===== src/rtl/core/tcu_pkg.sv =====
// ----------------------------------------------------------------------------
// tcu_pkg
// Shared constants, codes and types of the triggered capture upsampler.
// ----------------------------------------------------------------------------
package tcu_pkg;

    localparam int CAPTURE_DEPTH = 4096;
    localparam int FRAC_BITS     = 24;

    localparam int ADDR_W     = $clog2(CAPTURE_DEPTH);
    localparam int CAP_W      = ADDR_W + 1;
    localparam int SAMPLE_W   = 12;
    localparam int PCM_W      = 16;
    localparam int CAPLEN_W   = 13;
    localparam int OUTLEN_W   = 14;
    localparam int OUTIDX_W   = OUTLEN_W - 1;
    localparam int STEP_W     = 28;
    localparam int OUT_LEN_MAX = 8192;

    // position accumulator: integer part wide enough for the last index plus one step
    localparam int STEP_INT_W = (STEP_W > FRAC_BITS) ? (STEP_W - FRAC_BITS) : 1;
    localparam int IP_W       = ((ADDR_W > STEP_INT_W) ? ADDR_W : STEP_INT_W) + 1;
    localparam int POS_W      = IP_W + FRAC_BITS;

    // (b - a) * frac: 17-bit signed times unsigned fraction
    localparam int PROD_W     = PCM_W + 1 + FRAC_BITS + 1;

    localparam int CFG_IDX_W  = 3;
    localparam int CFG_DATA_W = STEP_W;

    localparam logic [CFG_IDX_W-1:0] REG_TRIGGER_LOW  = 3'd0;
    localparam logic [CFG_IDX_W-1:0] REG_TRIGGER_HIGH = 3'd1;
    localparam logic [CFG_IDX_W-1:0] REG_MID_CODE     = 3'd2;
    localparam logic [CFG_IDX_W-1:0] REG_CAPTURE_LEN  = 3'd3;
    localparam logic [CFG_IDX_W-1:0] REG_OUT_LEN      = 3'd4;
    localparam logic [CFG_IDX_W-1:0] REG_STEP         = 3'd5;

    localparam logic [SAMPLE_W-1:0] TRIGGER_LOW_RST  = 12'd1548;
    localparam logic [SAMPLE_W-1:0] TRIGGER_HIGH_RST = 12'd2548;
    localparam logic [SAMPLE_W-1:0] MID_CODE_RST     = 12'd2048;
    localparam logic [CAPLEN_W-1:0] CAPTURE_LEN_RST  = 13'd3807;
    localparam logic [OUTLEN_W-1:0] OUT_LEN_RST      = 14'd6768;
    localparam logic [STEP_W-1:0]   STEP_RST         = 28'd9436099;

    typedef enum logic [2:0] {
        ST_IDLE,
        ST_CAPTURE,
        ST_EMIT,
        ST_RD_A,
        ST_RD_B,
        ST_MUL
    } state_t;

    typedef struct packed {
        logic a_load;
        logic mul_load;
    } interp_ctrl_t;

endpackage


===== src/rtl/core/tcu_interp.sv =====
// ----------------------------------------------------------------------------
// tcu_interp
// Linear interpolation datapath: a + round((b - a) * frac).
// ----------------------------------------------------------------------------
module tcu_interp (
    input  logic                           clk,
    input  tcu_pkg::interp_ctrl_t          ctrl,
    input  logic [tcu_pkg::FRAC_BITS-1:0]  frac,
    input  logic [tcu_pkg::PCM_W-1:0]      rd_data,
    output logic [tcu_pkg::PCM_W-1:0]      result
);

    localparam logic signed [tcu_pkg::PROD_W-1:0] HALF =
        tcu_pkg::PROD_W'(1) << (tcu_pkg::FRAC_BITS - 1);

    logic        [tcu_pkg::PCM_W-1:0]  a_reg;
    logic signed [tcu_pkg::PROD_W-1:0] prod_reg;
    logic signed [tcu_pkg::PCM_W:0]    diff;
    logic signed [tcu_pkg::FRAC_BITS:0] frac_s;
    logic signed [tcu_pkg::PROD_W-1:0] prod_next;
    logic signed [tcu_pkg::PROD_W-1:0] rounded;
    logic signed [tcu_pkg::PROD_W-1:0] q;

    always_comb
    begin
        diff      = $signed({rd_data[tcu_pkg::PCM_W-1], rd_data})
                  - $signed({a_reg[tcu_pkg::PCM_W-1], a_reg});
        frac_s    = $signed({1'b0, frac});
        prod_next = diff * frac_s;
        rounded   = prod_reg + HALF;
        // arithmetic shift gives floor, matching round half up
        q         = rounded >>> tcu_pkg::FRAC_BITS;
        result    = a_reg + q[tcu_pkg::PCM_W-1:0];
    end

    always_ff @(posedge clk)
    begin
        if (ctrl.a_load)
        begin
            a_reg <= rd_data;
        end
        if (ctrl.mul_load)
        begin
            prod_reg <= prod_next;
        end
    end

endmodule


===== config.mk =====
export PLATFORM = sky130hd
export DESIGN_NAME = tcu_interp
export DESIGN_NICKNAME = d
export VERILOG_FILES = /design/src/rtl/core/tcu_pkg.sv /design/src/rtl/core/tcu_interp.sv
export SDC_FILE = /design/constraint.sdc
export NUM_CORES = 1
export LEC_CHECK = 0
export BUFFER_PORTS_ARGS = -buffer_cell sky130_fd_sc_hd__clkbuf_2
export CAP_MARGIN = 40
export CORE_MARGIN = 2
export CORE_UTILIZATION = 60
export CTS_CLUSTER_SIZE = 28
export DETAILED_ROUTE_END_ITERATION = 10
export GPL_TIMING_DRIVEN = 0
export PLACE_DENSITY = 0.85
export SYNTH_ARGS = -nofsm -noshare
export SYNTH_HDL_FRONTEND = slang
export SYNTH_SLANG_ARGS = --single-unit
export TNS_END_PERCENT = 1

===== constraint.sdc =====
create_clock -name clk -period 12 [get_ports clk]
set_input_delay 1.8 -clock clk [delete_from_list [all_inputs] [get_ports clk]]
set_output_delay 1.8 -clock clk [all_outputs]
set_load 0.01 [all_outputs]

==> impl_metrics.ini, run 1 <==
[synth]
synth_seq_cells = 33
synth_edf_count = 33
async_flop_share_pct = 0
synth.distinct_cells = 59
yosysTopAreaCell = fa_1
yosysSeqAreaShare_pct = 6.503
syn_area_per_cell_um2 = 8.985
syn_nets = 2228
syn_inst = 1696
syn_area_mm2 = 0.01524
synth_top_area_share_pct = 43.35
ys.flop_type = edfxtp_1
yosys-top-cells-area = fa_1 (43%), ha_1 (13%), inv_1 (11%)
yosysWarnings = 0

[timing]
finalSetupTns_ns = 0
slew-limit-headroom_pct = 36.13
rsz0062_at_grt = false
drv_slew = 0
fin_skew_ns = 0.007199
final-hold-violation-count = 0
worst_pin_slew_ns = 0.9548
min_period_ns = 10.65
setup_violations = 0
fin_crit_sh_pct = 88.78
max_clock_freq_ghz = 0.09386

[placement]
port_buffers = 58
dpl_cell_area_mm2 = 0.01597
routabilityCongestion = 0.9584
dp_hpwl_mm = 32.12

[drt]
drtAntennaViolNets = 0
drt_first_pass_iters = 6
drt_iter0_markers = 705
finalWirelength_mm = 37.67
wl_per_cell_um = 17.96
num_vias = 11600
via_per_inst = 5.533
drcViolationCount = 0

[worst_setup_path]
critPathLaunch = rd_data[0]
worstReg2RegStart = a_reg[1]$_DFFE_PP_
cp.arrival_ns = 10.68
cp_common_cell = fa_1
critPathMaxStageDelay_ns = 0.74
cp.required_ns = 12.02
critPathLaunchType = input pin
crit_type = in2reg
end_kind = flop
crit_slowest_cell = o311ai_2
path_max_fanout = 10

[cells_and_area]
fin_nets = 2297
largest_reg_flops = 17
drive_gt1_share_pct = 5.606
area_growth_pct = 5.731
final_area_mm2 = 0.01611
layout_common_cells = inv_1 (429), fa_1 (330), nand2_1 (263), ha_1 (159), and2_1 (105)
layout_commonest_cell = inv_1

[global_routing]
grt_pass1_wl_mm = 61.21
antenna_found_initial = 1
grt_use_total_pct = 29.78
grt_pass1_vias = 12540
grt_max_degree = 18
grt_overflow = 0

[die]
die-height_um = 163.4
ioPinCount = 59
core_area_mm2 = 0.02504
rows = 58
dieArea_mm2 = 0.02669
start_util_pct = 60.86
die_w_um = 163.4

[clock_network]
htreeDepth = 2
clk_path_buf_depth = 2
clkTransAtPathRegs_ns = 0.05
cts_tree = yes
cts_hold_buf = 0
root_buffer = clkbuf_16
clock-sinks = 33
post-cts-setup-buffers = 0
insertion_delay_ns = 0.28
cts_resized = 0
cts-buffers-inserted = 5

[flow_run]
drv_cap = 0

[status]
status = finished, final reports clean

[worst_hold_path]
min_from = a_reg[14]$_DFFE_PP_
hold_path.class = reg2reg
through the flow:
| step | hold slack [ns] | setup WS, ns | utilization [%] | std cells |
|---|---|---|---|---|
| 6_report | 1.211 | 1.346 | 64.35 | 2097 |
| 3_5_place_dp | 1.218 | 1.127 | 63.79 | 2088 |
| 2_1_floorplan | 1.071 | 2.907 | - | 1696 |
| 5_1_grt | 1.294 | 0.9532 | 64.34 | 2096 |
| 4_1_cts | 1.229 | 1.390 | 64.34 | 2096 |
| 3_3_place_gp | 1.174 | 1.078 | 63.67 | 2084 |
routing by layer:
layer / wire length (µm) / vias up / track usage (%)
met5: 0 / - / 0
met4: 2225 / 0 / 15.33
met3: 3197 / 149 / 6.196
met2: 18450 / 547 / 51.42
met1: 13790 / 5744 / 35.17
li1: - / 5162 / -
cells in the mapped netlist (all sizes together), types with 18 or more instances:
| cell | n |
|---|---|
| a21oi | 29 |
| and2 | 105 |
| clkbuf | 53 |
| edfxtp | 33 |
| fa | 330 |
| ha | 159 |
| inv | 429 |
| nand2 | 263 |
| nand3 | 18 |
| nor2 | 41 |
| nor2b | 48 |
| xnor2 | 46 |
kinds of logic (layout without fill, tap and decap cells):
group	count (synthesis)	after routing	share of synthesized area, %
AO/OA/AOI/OAI	99	99	4.894
other	0	1	0
XOR/XNOR	61	61	3.506
AND/OR/NAND/NOR	525	525	16.49
flip-flops	33	33	6.503
adder cells (fa/ha/maj)	489	489	56.41
buffers and inverters	489	559	12.20
critical path, delay by kind of cell:
kind	cells	cell delay, ns
AO/OA/AOI/OAI	12	3.05
XOR/XNOR	1	0.52
adder cells (fa/ha/maj)	9	3.84
buffers and inverters	6	0.69
AND/OR/NAND/NOR	4	0.76
final cells by class:
cell class	count	area, µm²
Inverter	429	1610
Timing Repair Buffer	62	320.3
Tap cell	330	412.9
Fill cell	1945	8925
Clock buffer	5	125.1
Clock inverter	3	12.51
Sequential cell	33	991.0
Antenna cell	1	2.502
Multi-Input combinational cell	1174	12390
Buffer	60	249.0
worst paths after layout:
path                       endpoint  slack [ns]  cells past startpoint
min          prod_reg[39]$_DFFE_PP_        1.21                      5
min reg2reg  prod_reg[39]$_DFFE_PP_        1.21                      5
max          prod_reg[34]$_DFFE_PP_        1.35                     32
max reg2reg  prod_reg[34]$_DFFE_PP_        2.49                     30
Power of run 1 is not shown: default switching activity piles up to over one toggle a cycle in this logic, so the estimate is an artifact.
==> run 2, diff against run 1 <==
--- a/config.mk
+++ b/config.mk
@@ -13,6 +13,7 @@
 export DETAILED_ROUTE_END_ITERATION = 10
 export GPL_TIMING_DRIVEN = 0
 export PLACE_DENSITY = 0.85
+export RECOVER_POWER = 25
 export SYNTH_ARGS = -nofsm -noshare
 export SYNTH_HDL_FRONTEND = slang
 export SYNTH_SLANG_ARGS = --single-unit
==> run 2 against run 1 <==
Compared with the run above: final cell count did not move; setup slack better by 0.0068 ns; hold slack gained 0.0017 ns; critical path depth unchanged; die area unchanged; core utilization decreased by 0.080 points; routed wire length is 0.11% higher.
==> impl_metrics.ini, run 2 (synthesized netlist as in run 1, its figures left out) <==
[placement]
port_buffers = 58
dp_hpwl_mm = 32.12
dpl_cell_area_mm2 = 0.01597
placed_cells = 2088
routabilityCongestion = 0.9584

[cells_and_area]
nFillCells = 1949
largest_reg_flops = 17
layout_common_cells = inv_1 (429), fa_1 (330), nand2_1 (263), ha_1 (159), and2_1 (105)
fin_cells = 2097
area_growth_pct = 5.600
final_area_mm2 = 0.01609
layout_commonest_cell = inv_1
fin_nets = 2297
drive_gt1_share_pct = 4.700

[clock_network]
post-cts-setup-buffers = 0
cts-buffers-inserted = 5
cts_hold_buf = 0
root_buffer = clkbuf_16
clock-sinks = 33
insertion_delay_ns = 0.28
cts_resized = 0
clk_path_buf_depth = 2
htreeDepth = 2
cts_tree = yes
clkTransAtPathRegs_ns = 0.05

[flow_run]
drv_cap = 0

[drt]
drcViolationCount = 0
num_vias = 11590
finalWirelength_mm = 37.71
drt_first_pass_iters = 8
via_per_inst = 5.525
wl_per_cell_um = 17.98
drt_iter0_markers = 739
drtAntennaViolNets = 0

[worst_setup_path]
path_max_fanout = 10
cp.arrival_ns = 10.67
end_kind = flop
crit_slowest_cell = o311ai_2
critPathLaunchType = input pin
reg2reg_to = prod_reg[34]$_DFFE_PP_
critPathMaxStageDelay_ns = 0.74
worstRegToRegCells = 30
worstReg2RegStart = a_reg[1]$_DFFE_PP_
cp_common_cell = fa_1
r2r_slack_ns = 2.51
cp.required_ns = 12.02
crit_type = in2reg

[timing]
min_period_ns = 10.65
max_clock_freq_ghz = 0.09392
hold_slack_ns = 1.213
drv_slew = 0
rsz0062_at_grt = false
final-hold-violation-count = 0
setup_violations = 0
fin_crit_sh_pct = 88.73
fin_skew_ns = 0.007190
worst_pin_slew_ns = 0.9667
finalSetupTns_ns = 0
slew-limit-headroom_pct = 35.55

[worst_hold_path]
hold_path.class = reg2reg
min_to = prod_reg[39]$_DFFE_PP_
min_from = a_reg[14]$_DFFE_PP_
whs_path_depth = 5

[die]
ioPinCount = 59
dieArea_mm2 = 0.02669
start_util_pct = 60.86
core_area_mm2 = 0.02504
die_w_um = 163.4
rows = 58
die-height_um = 163.4

[global_routing]
grt_use_total_pct = 29.78
grt_max_degree = 18
grt_pass1_vias = 12540
grt_overflow = 0
grt_pass1_wl_mm = 61.21
antenna_found_initial = 1

[status]
status = finished, final reports clean
==> run 2: cell count changes in the layout (fill, tap and decap cells not counted) <==
cell	before	now
clkbuf_2	58	42
clkbuf_1	53	69
==> run 2: worst max-delay path by stage <==
| stage | start | to | slack [ns] | depth (start not counted) |
|---|---|---|---|---|
| 6_report | rd_data[0] | prod_reg[34]$_DFFE_PP_ | 1.35 | 32 |
| 2_1_floorplan | rd_data[0] | prod_reg[34]$_DFFE_PP_ | 2.91 | 30 |
| 5_1_grt | rd_data[1] | prod_reg[34]$_DFFE_PP_ | 0.94 | 30 |
| 3_3_place_gp | rd_data[0] | prod_reg[34]$_DFFE_PP_ | 1.08 | 31 |
| 3_5_place_dp | rd_data[0] | prod_reg[34]$_DFFE_PP_ | 1.13 | 32 |
| 4_1_cts | rd_data[0] | prod_reg[34]$_DFFE_PP_ | 1.39 | 32 |
==> run 2: metrics by stage <==
stage	utilization (%)	worst slack, ns
floorplan	-	2.907
global placement	63.67	1.078
detailed placement	63.79	1.127
CTS	64.34	1.390
global route	64.26	0.9366
finish	64.27	1.353
==> run 2: cell type report <==
cell class | count | area [µm²] | area share (%)
timing repair buffer | 62 | 300.3 | 1.866
sequential | 33 | 991.0 | 6.158
buffer | 60 | 249.0 | 1.547
tap | 330 | 412.9 | 2.566
clock inverter | 3 | 12.51 | 0.07775
inverter | 429 | 1610 | 10.01
multi-input combinational | 1174 | 12390 | 76.98
clock buffer | 5 | 125.1 | 0.7775
antenna | 1 | 2.502 | 0.01555
==> run 2: metal layers <==
metal	global-route usage (%)	vias up	part of all wire [%]
li1	-	5158	-
met1	35.17	5747	36
met2	51.42	528	49
met3	6.196	152	8.5
met4	15.33	0	6.0
met5	0	-	0
==> run 2: critical path, delay by kind of cell <==
kind / cells / cell delay, ns
fa+ha+maj: 9 / 3.84
simple gates: 4 / 0.76
compound gates: 12 / 3.06
xor+xnor: 1 / 0.51
buf+inv: 6 / 0.69
Power of run 2 is left out for the same reason.
